===== config.mk =====
export PLATFORM = sky130hd
export DESIGN_NAME = nfsa_ctrl
export DESIGN_NICKNAME = d
export VERILOG_FILES = /design/src/sv/nfsa_pkg.sv /design/src/sv/nfsa_ctrl.sv
export SDC_FILE = /design/constraint.sdc
export NUM_CORES = 1
export LEC_CHECK = 0
export ABC_AREA = 0
export ABC_CLOCK_PERIOD_IN_PS = 2150
export BUFFER_PORTS_ARGS = -buffer_cell sky130_fd_sc_hd__buf_2
export CORE_AREA = 2 2 39 41
export CTS_CLUSTER_DIAMETER = 120
export DETAILED_ROUTE_END_ITERATION = 8
export DIE_AREA = 0 0 41 43
export GPL_ROUTABILITY_DRIVEN = 0
export PLACE_DENSITY = 0.79
export SKIP_CTS_REPAIR_TIMING = 1
export SYNTH_ARGS = -nofsm -noshare
export SYNTH_HDL_FRONTEND = slang
export SYNTH_SLANG_ARGS = --single-unit
export TNS_END_PERCENT = 30

===== constraint.sdc =====
create_clock -name clk_i -period 2.15 [get_ports clk_i]
set_input_delay 0.43 -clock clk_i [delete_from_list [all_inputs] [get_ports clk_i]]
set_output_delay 0.43 -clock clk_i [all_outputs]
set_load 0.02 [all_outputs]

===== src/sv/nfsa_pkg.sv =====
// Shared types and constants for the next-fit segment allocator.
package nfsa_pkg;
  localparam int unsigned MaxSeg   = 64;
  localparam int unsigned SlotW    = $clog2(MaxSeg);
  localparam int unsigned LinkW    = SlotW + 1;
  localparam int unsigned UnitBits = 24;
  localparam int unsigned SizeW    = UnitBits + 1;
  localparam int unsigned CfgW     = 25;
  localparam int unsigned StepW    = $clog2(MaxSeg + 1);
  localparam logic [LinkW-1:0] NilLink = LinkW'(MaxSeg);
  localparam logic [SizeW-1:0] CapMax  = SizeW'(1) << UnitBits;
  localparam logic [SizeW-1:0] CapRst  = SizeW'(65536);

  localparam logic [1:0] StOk      = 2'd0;
  localparam logic [1:0] StNoSpace = 2'd1;
  localparam logic [1:0] StBadBase = 2'd2;
  localparam logic [1:0] StFull    = 2'd3;

  typedef enum logic [3:0] {
    S_IDLE, S_RD, S_CHK, S_SPLIT, S_FREE, S_MPREV, S_MPREV2, S_MNEXT, S_MNEXT2,
    S_DONE, S_OUT
  } state_e;

  typedef struct packed {
    logic load;      // capture input item, set walk pointer
    logic rd;        // read entry at walk pointer
    logic adv;       // advance walk pointer to next link
    logic split;     // perform split write
    logic exact;     // mark current used
    logic free_cur;  // mark current free, begin merge
    logic mrg_prev;  // merge with previous
    logic mrg_prev2; // relink around previous
    logic mrg_next;  // merge with next
    logic mrg_next2; // relink around next
    logic fin_free;  // cursor to head, ok result
    logic nospace;   // cursor to head, no space result
    logic err;       // error result with given status
    logic [1:0] err_st;
  } cmd_t;

  typedef struct packed {
    logic is_free;
    logic zero_size;
    logic at_end;     // walk pointer nil or step limit
    logic hit;        // current entry satisfies search
    logic exact;
    logic cur_used;   // current entry is in use
    logic vac_any;
    logic prev_free;  // previous exists and is free
    logic next_free;
    logic out_busy;
  } stat_t;
endpackage


===== src/sv/nfsa_ctrl.sv =====
// Controller state machine for the allocator.
module nfsa_ctrl (
  input  logic            clk_i,
  input  logic            rst_ni,
  input  logic            cfg_we_i,
  input  logic            in_valid_i,
  output logic            in_stall_o,
  input  nfsa_pkg::stat_t stat_i,
  output nfsa_pkg::cmd_t  cmd_o
);
  nfsa_pkg::state_e state_q, state_d;

  always_ff @(posedge clk_i or negedge rst_ni) begin
    if (!rst_ni) state_q <= nfsa_pkg::S_IDLE;
    else if (cfg_we_i) state_q <= nfsa_pkg::S_IDLE;
    else state_q <= state_d;
  end

  always_comb begin
    state_d = state_q;
    cmd_o = '0;
    in_stall_o = 1'b1;
    case (state_q)
      nfsa_pkg::S_IDLE: begin
        in_stall_o = stat_i.out_busy;
        if (in_valid_i && !stat_i.out_busy) begin
          cmd_o.load = 1'b1;
          state_d = nfsa_pkg::S_RD;
        end
      end
      nfsa_pkg::S_RD: begin
        if (stat_i.is_free) begin
          cmd_o.rd = 1'b1;
          state_d = nfsa_pkg::S_CHK;
        end else if (stat_i.zero_size) begin
          cmd_o.err = 1'b1;
          cmd_o.err_st = nfsa_pkg::StNoSpace;
          state_d = nfsa_pkg::S_OUT;
        end else begin
          cmd_o.rd = 1'b1;
          state_d = nfsa_pkg::S_CHK;
        end
        if (stat_i.at_end) begin
          cmd_o.rd = 1'b0;
          cmd_o.err = 1'b1;
          if (stat_i.is_free) cmd_o.err_st = nfsa_pkg::StBadBase;
          else begin
            cmd_o.err_st = nfsa_pkg::StNoSpace;
            cmd_o.nospace = ~stat_i.zero_size;
          end
          state_d = nfsa_pkg::S_OUT;
        end
      end
      nfsa_pkg::S_CHK: begin
        if (stat_i.hit) begin
          if (stat_i.is_free) begin
            // a matched base on a free segment is an error item
            if (stat_i.cur_used) state_d = nfsa_pkg::S_FREE;
            else begin
              cmd_o.err = 1'b1;
              cmd_o.err_st = nfsa_pkg::StBadBase;
              state_d = nfsa_pkg::S_OUT;
            end
          end else if (stat_i.exact) begin
            cmd_o.exact = 1'b1;
            state_d = nfsa_pkg::S_OUT;
          end else if (!stat_i.vac_any) begin
            cmd_o.err = 1'b1;
            cmd_o.err_st = nfsa_pkg::StFull;
            state_d = nfsa_pkg::S_OUT;
          end else state_d = nfsa_pkg::S_SPLIT;
        end else begin
          cmd_o.adv = 1'b1;
          state_d = nfsa_pkg::S_RD;
        end
      end
      nfsa_pkg::S_SPLIT: begin
        cmd_o.split = 1'b1;
        state_d = nfsa_pkg::S_OUT;
      end
      nfsa_pkg::S_FREE: begin
        cmd_o.free_cur = 1'b1;
        state_d = nfsa_pkg::S_MPREV;
      end
      nfsa_pkg::S_MPREV: begin
        if (stat_i.prev_free) begin
          cmd_o.mrg_prev = 1'b1;
          state_d = nfsa_pkg::S_MPREV2;
        end else state_d = nfsa_pkg::S_MNEXT;
      end
      nfsa_pkg::S_MPREV2: begin
        cmd_o.mrg_prev2 = 1'b1;
        state_d = nfsa_pkg::S_MNEXT;
      end
      nfsa_pkg::S_MNEXT: begin
        if (stat_i.next_free) begin
          cmd_o.mrg_next = 1'b1;
          state_d = nfsa_pkg::S_MNEXT2;
        end else state_d = nfsa_pkg::S_DONE;
      end
      nfsa_pkg::S_MNEXT2: begin
        cmd_o.mrg_next2 = 1'b1;
        state_d = nfsa_pkg::S_DONE;
      end
      nfsa_pkg::S_DONE: begin
        cmd_o.fin_free = 1'b1;
        state_d = nfsa_pkg::S_OUT;
      end
      nfsa_pkg::S_OUT: state_d = nfsa_pkg::S_IDLE;
      default: state_d = nfsa_pkg::S_IDLE;
    endcase
  end
endmodule


==> results of run 1 <==
==> worst max-delay path by stage <==
stage,cells after the start,start,end
final,4,state_q[0]$_DFFE_PN0P_,cmd_o[2]
after global routing,4,state_q[0]$_DFFE_PN0P_,cmd_o[0]
after CTS,4,state_q[0]$_DFFE_PN0P_,cmd_o[2]
after detailed placement,4,state_q[0]$_DFFE_PN0P_,cmd_o[14]
after global placement,4,state_q[2]$_DFFE_PN0P_,cmd_o[2]
after floorplan,3,state_q[2]$_DFFE_PN0P_,cmd_o[13]
==> routing by layer <==
metal	GRT usage, %	vias up	wire [um]	share of wire (%)
met5	0	-	0	0
met4	6.00	0	9	0.67
met3	4.71	2	92	6.9
met2	26.6	29	676	51
met1	22.4	281	559	42
li1	-	315	-	-
==> layout make-up <==
type / count / area [um2] / share of cell area (%)
well taps: 16 / 20.0 / 2.78
repair buffers: 34 / 185 / 25.7
flip-flops and latches: 4 / 104 / 14.4
clock buffers: 3 / 22.5 / 3.13
inverters: 2 / 7.51 / 1.04
multi-input cells: 57 / 382 / 53.0
==> Yosys cell counts (3+ instances only) <==
| master | instances | area, um2 |
|---|---|---|
| o21ai_0 | 4 | 20.0 |
| nor2_1 | 5 | 18.8 |
| nand3_1 | 3 | 15.0 |
| nand2b_1 | 4 | 25.0 |
| nor2b_1 | 6 | 37.5 |
| a21oi_1 | 4 | 20.0 |
| dfrtp_1 | 4 | 100 |
| buf_2 | 3 | 15.0 |
| a31oi_1 | 3 | 18.8 |
| nor3_1 | 4 | 20.0 |
| nand2_1 | 4 | 15.0 |
==> cell families (layout without fill, tap and decap cells) <==
kind of cell	Yosys count	after routing	synth area share, %
DFF	4	4	19.7
buffers and inverters	7	39	7.39
AOI/OAI and AO/OA	18	18	23.2
and+or+nand+nor	39	39	49.8
==> worst max-delay path: stages, from the launching register on <==
cell and delay [ns]:
dfrtp_2 0.44, nor4b_4 0.44, nand3_2 0.15, o21ai_1 0.14
buf_2 0.17
==> where the power goes <==
| group | internal [mW] | switching (mW) |
|---|---|---|
| combinational | 0.0595 | 0.0720 |
| sequential | 0.0814 | 0.0103 |
| clock | 0.0622 | 0.0282 |
==> metrics by stage <==
step	instance area, um2	setup slack (ns)
floorplan	508	0.232
global placement	673	0.314
detailed placement	673	0.287
CTS	696	0.0167
global route	721	-0.0133
finish	721	0.133
==> run_results.csv, run 1 <==
group,metric,value,unit
yosys,synth_edf_count,0,
setup_path,worstPathRequired,1.72,ns
power_and_ir_drop,p_per_area,435,nW/um2
global_routing,overflow,0,
layout,top_regs,"state_q (4)",
min_path,min_path_type,"in2reg",
global_routing,grt_max_degree,11,
min_path,whs_path_depth,3,
setup_path,timing.rr.end,"state_q[3]$_DFFE_PN0P_",
sta,period_share,93.8,%
yosys,synth.distinct_cells,31,
clocking,clkTransAtPathRegs,0.04,ns
sta,drv_slew,0,
setup_path,r2r_slack,0.74,ns
die,die_y,43,um
clocking,clk_latency,0.23,ns
layout,drive_gt1_share,45.0,%
place,io_buffers,29,
setup_path,cp-end-kind,"output pin",
sta,holdWs,0.494,ns
yosys,synth_cells,68,
sta,finalHoldViolations,0,
routing,detail_route.wl_per_cell,11.5,um
layout,antenna_cells,0,
yosys,synth-async-reset-ratio,100,%
die,die_area,1760,um2
setup_path,arrival,1.59,ns
die,ioPinCount,30,
power_and_ir_drop,p_leak,0.340,nW
sta,tightestPinTransition,0.391,ns
yosys,ys_seq_area_share,19.7,%
global_routing,grt_pass1_vias,524,
yosys,ys_ff_latch,4,
setup_path,cp-start-kind,"flip-flop",
clocking,htree_levels,1,
min_path,min_from,"stat_i[4]",
layout,fin_util,52.1,%
layout,final_common_cell,"buf_2",
routing,drt_pass1_iterations,4,
sta,max_freq,496,MHz
setup_path,crit_type,"reg2out",
layout,nFillCells,141,
routing,num_vias,627,
clocking,cts_buffers,3,
yosys,synth_ff_type,"dfrtp_1",
clocking,cts_tree,"yes",
place,dp_cells,112,
power_and_ir_drop,power,314,uW
global_routing,grt_pass1_wl,2.10,mm
layout,syn2layout_area_growth,41.9,%
die,rows,14,
yosys,syn_avg_cell_area,7.47,um2
run_status,outcome,"finished, final reports clean",
layout,final_cell_mix,"buf_2, nor2b_1, nor2_1",
layout,largest_register,"state_q",
routing,vias_per_cell,5.41,
setup_path,crit_fanout,7,
layout,stdcell_count,116,
setup_path,r2r-start,"state_q[0]$_DFFE_PN0P_",
layout,fin_nets,116,
setup_path,r2r_cells,4,
job,cap_viol_max_count,0,
sta,relSlewSlack,73.8,%
die,die_w,41,um
sta,finalSetupViolCount,0,
routing,routed_wirelength,1.34,mm
sta,fin_tns_setup,0,ns
die,initial_core_util,36.7,%
power_and_ir_drop,ir_worst_vdd,0.279,mV
layout,largest_register_ffs,4,
global_routing,grt_usage,17.3,%
die,core,1380,um2
clocking,clock_sinks,4,
place,dp_hpwl,1.08,mm
clocking,clk_root_buffer_cell,"clkbuf_4",
routing,ant_nets,0,
yosys,ys.warnings.count,0,
sta,period_needed,2.02,ns
routing,drt_iter0_drc,18,
sta,skew,0.00435,ns
routing,drc,0,
sta,rsz0062_at_grt,"true",
yosys,synthesis.nets,82,
yosys,syn-cell-area,508,um2
global_routing,antenna_found_initial,0,
clocking,cts.path.max_buffers,2,
min_path,min_to,"state_q[2]$_DFFE_PN0P_",
Note: power is estimated with default switching activity, not from simulation.
==> run 2: changes to the inputs <==
- ABC_AREA: 0 -> 1
- PLACE_DENSITY: 0.79 -> 0.75
==> run_results.csv, run 2 <==
group,metric,value,unit
layout,largest_register_ffs,4,
layout,largest_register,"state_q",
setup_path,worstPathRequired,1.72,ns
clocking,cts_buffers,3,
place,dp_worst_setup_slack,0.376,ns
die,die_y,43,um
routing,detail_route.wl_per_cell,10.2,um
yosys,synth_common_cells,"nand2_1, nor2_1, inv_1, nand3_1",
clocking,cts_tree,"yes",
sta,period_needed,2.04,ns
yosys,synth_edf_count,0,
yosys,synthesis.nets,102,
sta,finalSetupViolCount,0,
run_status,outcome,"finished, final reports clean",
layout,antenna_cells,0,
sta,tightestPinTransition,0.254,ns
min_path,min_from,"cfg_we_i",
routing,vias_per_cell,4.91,
place,dp_hpwl,1.20,mm
sta,period_share,95.1,%
yosys,synth_area_leaders,"dfrtp_1, nand2_1, nor2_1, nand3_1, inv_1",
layout,top_regs,"state_q (4)",
layout,syn2layout_area_growth,42.5,%
yosys,syn-cell-area,465,um2
sta,max_freq,489,MHz
global_routing,grt_max_degree,8,
global_routing,overflow,0,
layout,nFillCells,157,
yosys,synthDominantCellAreaShare,21.5,%
setup_path,arrival,1.61,ns
setup_path,cp-end-kind,"output pin",
yosys,synth-async-reset-ratio,100,%
sta,rsz0062_at_grt,"false",
clocking,cts.path.max_buffers,2,
sta,timing.final.ws_setup,0.106,ns
clocking,clkTransAtPathRegs,0.04,ns
die,rows,14,
layout,fin_nets,137,
setup_path,crit_type,"reg2out",
clocking,clock_sinks,4,
yosys,synth_ff_type,"dfrtp_1",
yosys,synth.distinct_cells,15,
power_and_ir_drop,ir_worst_vdd,0.473,mV
setup_path,path_cells,"nor2_4, nand3_1, nor2_1, o21ai_0, o31ai_1, buf_2",
sta,fin_tns_setup,0,ns
setup_path,crit_fanout,6,
setup_path,crit_path_start,"state_q[2]$_DFFE_PN0P_",
routing,drt_pass1_iterations,5,
routing,ant_nets,0,
yosys,synth_top_cell_by_area,"dfrtp_1",
clocking,clk_root_buffer_cell,"clkbuf_4",
layout,drive_gt1_share,28.1,%
sta,drv_slew,0,
global_routing,grt_pass1_wl,2.20,mm
routing,drc,0,
layout,multiInputGateArea,317,um2
setup_path,r2r-start,"state_q[2]$_DFFE_PN0P_",
clocking,htree_levels,1,
setup_path,cp_slowest_cell,"dfrtp_1",
layout,final_common_cell,"buf_2",
setup_path,path_buf_inv,1,
power_and_ir_drop,p_per_area,1010,nW/um2
power_and_ir_drop,p_leak,0.412,nW
setup_path,crit_family,"simple AND/OR/NAND/NOR gates",
min_path,min_path_type,"in2reg",
die,core,1380,um2
die,die_area,1760,um2
layout,fin_util,47.9,%
die,die_w,41,um
die,initial_core_util,33.6,%
clocking,clk_latency,0.23,ns
yosys,syn_avg_cell_area,5.29,um2
sta,relSlewSlack,83.0,%
place,io_buffers,29,
global_routing,antenna_found_initial,0,
die,ioPinCount,30,
setup_path,slowest_delay,0.42,ns
power_and_ir_drop,power,671,uW
layout,final_cell_mix,"buf_2, nand2_1, nor2_1, inv_1, nand3_1",
sta,finalHoldViolations,0,
routing,drt_iter0_drc,22,
yosys,synth_cells,88,
layout,seq_area,100,um2
yosys,ys.warnings.count,0,
routing,routed_wirelength,1.40,mm
yosys,ys_seq_area_share,21.5,%
setup_path,cp-start-kind,"flip-flop",
sta,skew,0.000918,ns
yosys,ys_ff_latch,4,
routing,num_vias,672,
global_routing,grt_pass1_vias,565,
global_routing,grt_usage,17.6,%
job,cap_viol_max_count,0,
==> run 2: path summary, 6_finish.rpt <==
| check | endpoint | slack, ns | cells past startpoint |
|---|---|---|---|
| max | cmd_o[1] | 0.11 | 6 |
| min | state_q[3]$_DFFE_PN0P_ | 0.42 | 2 |
| max reg2reg | state_q[1]$_DFFE_PN0P_ | 0.90 | 5 |
| min reg2reg | state_q[0]$_DFFE_PN0P_ | 0.70 | 3 |
| max in group asynchronous | state_q[2]$_DFFE_PN0P_ | 1.49 | 2 |
| min in group asynchronous | state_q[0]$_DFFE_PN0P_ | 0.55 | 2 |
==> run 2: per-layer routing <==
metal	global-route usage [%]	share of wire [%]	vias up
met4	8.00	0	0
met1	23.1	46	300
met5	0	0	-
li1	-	-	357
met2	27.8	50	15
met3	1.57	4.0	0
==> run 2: through the flow <==
step | hold WS, ns | cells | area (um2)
2_1_floorplan | 0.134 | 88 | 465
3_3_place_gp | 0.235 | 133 | 631
3_5_place_dp | 0.240 | 133 | 631
4_1_cts | -0.00880 | 136 | 653
5_1_grt | 0.415 | 137 | 663
6_report | 0.416 | 137 | 663
==> run 2: logic make-up (layout without fill, tap and decap cells) <==
kind of cell | Yosys count | count (layout) | share of synthesized area (%)
and+or+nand+nor | 61 | 61 | 56.5
buffers and inverters | 13 | 46 | 10.5
AOI/OAI and AO/OA | 10 | 10 | 11.6
DFF | 4 | 4 | 21.5
==> run 2: power breakdown <==
| group | switching, mW | internal [mW] | total [mW] |
|---|---|---|---|
| combinational | 0.308 | 0.140 | 0.448 |
| sequential | 0.0321 | 0.101 | 0.133 |
| clock | 0.0276 | 0.0622 | 0.0898 |
| total | 0.368 | 0.303 | 0.671 |
==> run 2: area by class of cell <==
| class | instances | area share, % |
|---|---|---|
| clock buffers | 3 | 3.40 |
| well taps | 16 | 3.02 |
| flip-flops and latches | 4 | 15.1 |
| inverters | 13 | 7.36 |
| multi-input cells | 71 | 47.7 |
| repair buffers | 30 | 23.4 |
==> run 3: changes to the inputs <==
- CELL_PAD_IN_SITES_DETAIL_PLACEMENT: unset -> 1
- CELL_PAD_IN_SITES_GLOBAL_PLACEMENT: unset -> 2
- CORE_AREA: 2 2 39 41 -> unset
- CORE_MARGIN: unset -> 1
- CORE_UTILIZATION: unset -> 19
- DIE_AREA: 0 0 41 43 -> unset
- PLACE_DENSITY: 0.75 -> 0.88
==> run_results.csv, run 3 (synthesis results as in run 2) <==
group,metric,value,unit
sta,timing.final.ws_setup,0.143,ns
routing,detail_route.wl_per_cell,11.5,um
place,placed_area,646,um2
routing,drt_iter0_drc,7,
sta,drv_slew,0,
layout,largest_register_ffs,4,
layout,design_area,683,um2
layout,multiInputGateArea,322,um2
die,die_area,2650,um2
routing,num_vias,686,
power_and_ir_drop,p_per_area,1010,nW/um2
sta,finalHoldViolations,0,
layout,largest_register,"state_q",
sta,relSlewSlack,81.0,%
die,rows,17,
setup_path,worstPathRequired,1.72,ns
die,die_y,51.5,um
run_status,outcome,"finished, final reports clean",
power_and_ir_drop,p_leak,0.413,nW
layout,seq_area,100,um2
routing,drc,0,
setup_path,arrival,1.58,ns
setup_path,r2r_slack,0.91,ns
routing,vias_per_cell,4.60,
clocking,clock_sinks,4,
setup_path,cp-end-kind,"output pin",
global_routing,overflow,0,
global_routing,grt_usage,14.0,%
layout,top_regs,"state_q (4)",
layout,final_cell_mix,"buf_2, nand2_1, nor2_1, inv_1, nand3_1",
clocking,clkTransAtPathRegs,0.04,ns
clocking,cts_tree,"yes",
clocking,cts_buffers,3,
layout,final_common_cell,"buf_2",
setup_path,crit_type,"reg2out",
power_and_ir_drop,ir_worst_vdd,0.248,mV
routing,routed_wirelength,1.71,mm
routing,ant_nets,0,
setup_path,cp-start-kind,"flip-flop",
layout,drive_gt1_share,28.9,%
sta,tightestPinTransition,0.284,ns
global_routing,grt_pass1_vias,674,
place,io_buffers,29,
global_routing,grt_max_degree,8,
clocking,clk_root_buffer_cell,"clkbuf_4",
global_routing,grt_pass1_wl,2.86,mm
layout,syn2layout_area_growth,46.8,%
min_path,min_path_type,"in2reg",
clocking,htree_levels,1,
sta,period_needed,2.01,ns
layout,fin_nets,137,
setup_path,crit_fanout,6,
sta,max_freq,498,MHz
die,die_w,51.5,um
place,dp_worst_setup_slack,0.333,ns
sta,fin_tns_setup,0,ns
layout,nFillCells,331,
clocking,clk_latency,0.24,ns
global_routing,antenna_found_initial,0,
routing,drt_pass1_iterations,3,
sta,rsz0062_at_grt,"false",
die,ioPinCount,30,
sta,skew,0.00181,ns
sta,finalSetupViolCount,0,
sta,period_share,93.4,%
layout,antenna_cells,0,
job,cap_viol_max_count,0,
place,dp_hpwl,1.47,mm
die,initial_core_util,20.6,%
clocking,cts.path.max_buffers,2,
die,core,2250,um2
run 3: changes by cell type in the layout (fill, tap and decap cells not counted):
cell / delta
nand3_2: +1
nand3_1: -1
run 3: cell type report:
cell class	instances	area share, %
Tap cell	28	5.13
Inverter	13	7.14
Clock buffer	3	3.30
Timing Repair Buffer	30	22.7
Multi-Input combinational cell	71	47.1
Sequential cell	4	14.7
run 3: worst paths after layout:
check | startpoint | end | cells after the start
worst min-delay path | cfg_we_i | state_q[1]$_DFFE_PN0P_ | 2
worst max-delay path | state_q[2]$_DFFE_PN0P_ | cmd_o[1] | 6
worst min register to register | state_q[3]$_DFFE_PN0P_ | state_q[0]$_DFFE_PN0P_ | 3
worst max register to register | state_q[0]$_DFFE_PN0P_ | state_q[3]$_DFFE_PN0P_ | 7
max in group asynchronous | rst_ni | state_q[0]$_DFFE_PN0P_ | 2
min in group asynchronous | rst_ni | state_q[2]$_DFFE_PN0P_ | 2
run 3: report_power, final:
part / internal (mW) / switching (mW) / leakage, nW
logic: 0.142 / 0.320 / 0.345
registers: 0.101 / 0.0332 / 0.0542
clock network: 0.0625 / 0.0319 / 0.0138
total: 0.305 / 0.385 / 0.413
run 3: layer usage:
| metal | global-route usage (%) | part of all wire [%] |
|---|---|---|
| met5 | 0 | 0 |
| met4 | 4.05 | 1.1 |
| met3 | 0 | 3.6 |
| met2 | 25.3 | 49 |
| met1 | 18.2 | 46 |
run 3: per-stage QoR:
stage	instances	utilization (%)	hold slack, ns	power [mW]
final	149	30.3	0.401	0.690
after global routing	149	30.3	0.404	0.762
after floorplan	88	-	0.134	0.445
after detailed placement	145	28.6	0.236	0.594
after global placement	145	28.6	0.237	0.586
after CTS	148	29.6	-0.0158	0.693
run 3: critical path, cell delays in order (launching register included):
cell and delay [ns]:
dfrtp_1 0.42, nor2_4 0.20, nand3_2 0.14, nor2_1 0.14, o21ai_0 0.14, o31ai_1 0.09
buf_2 0.20
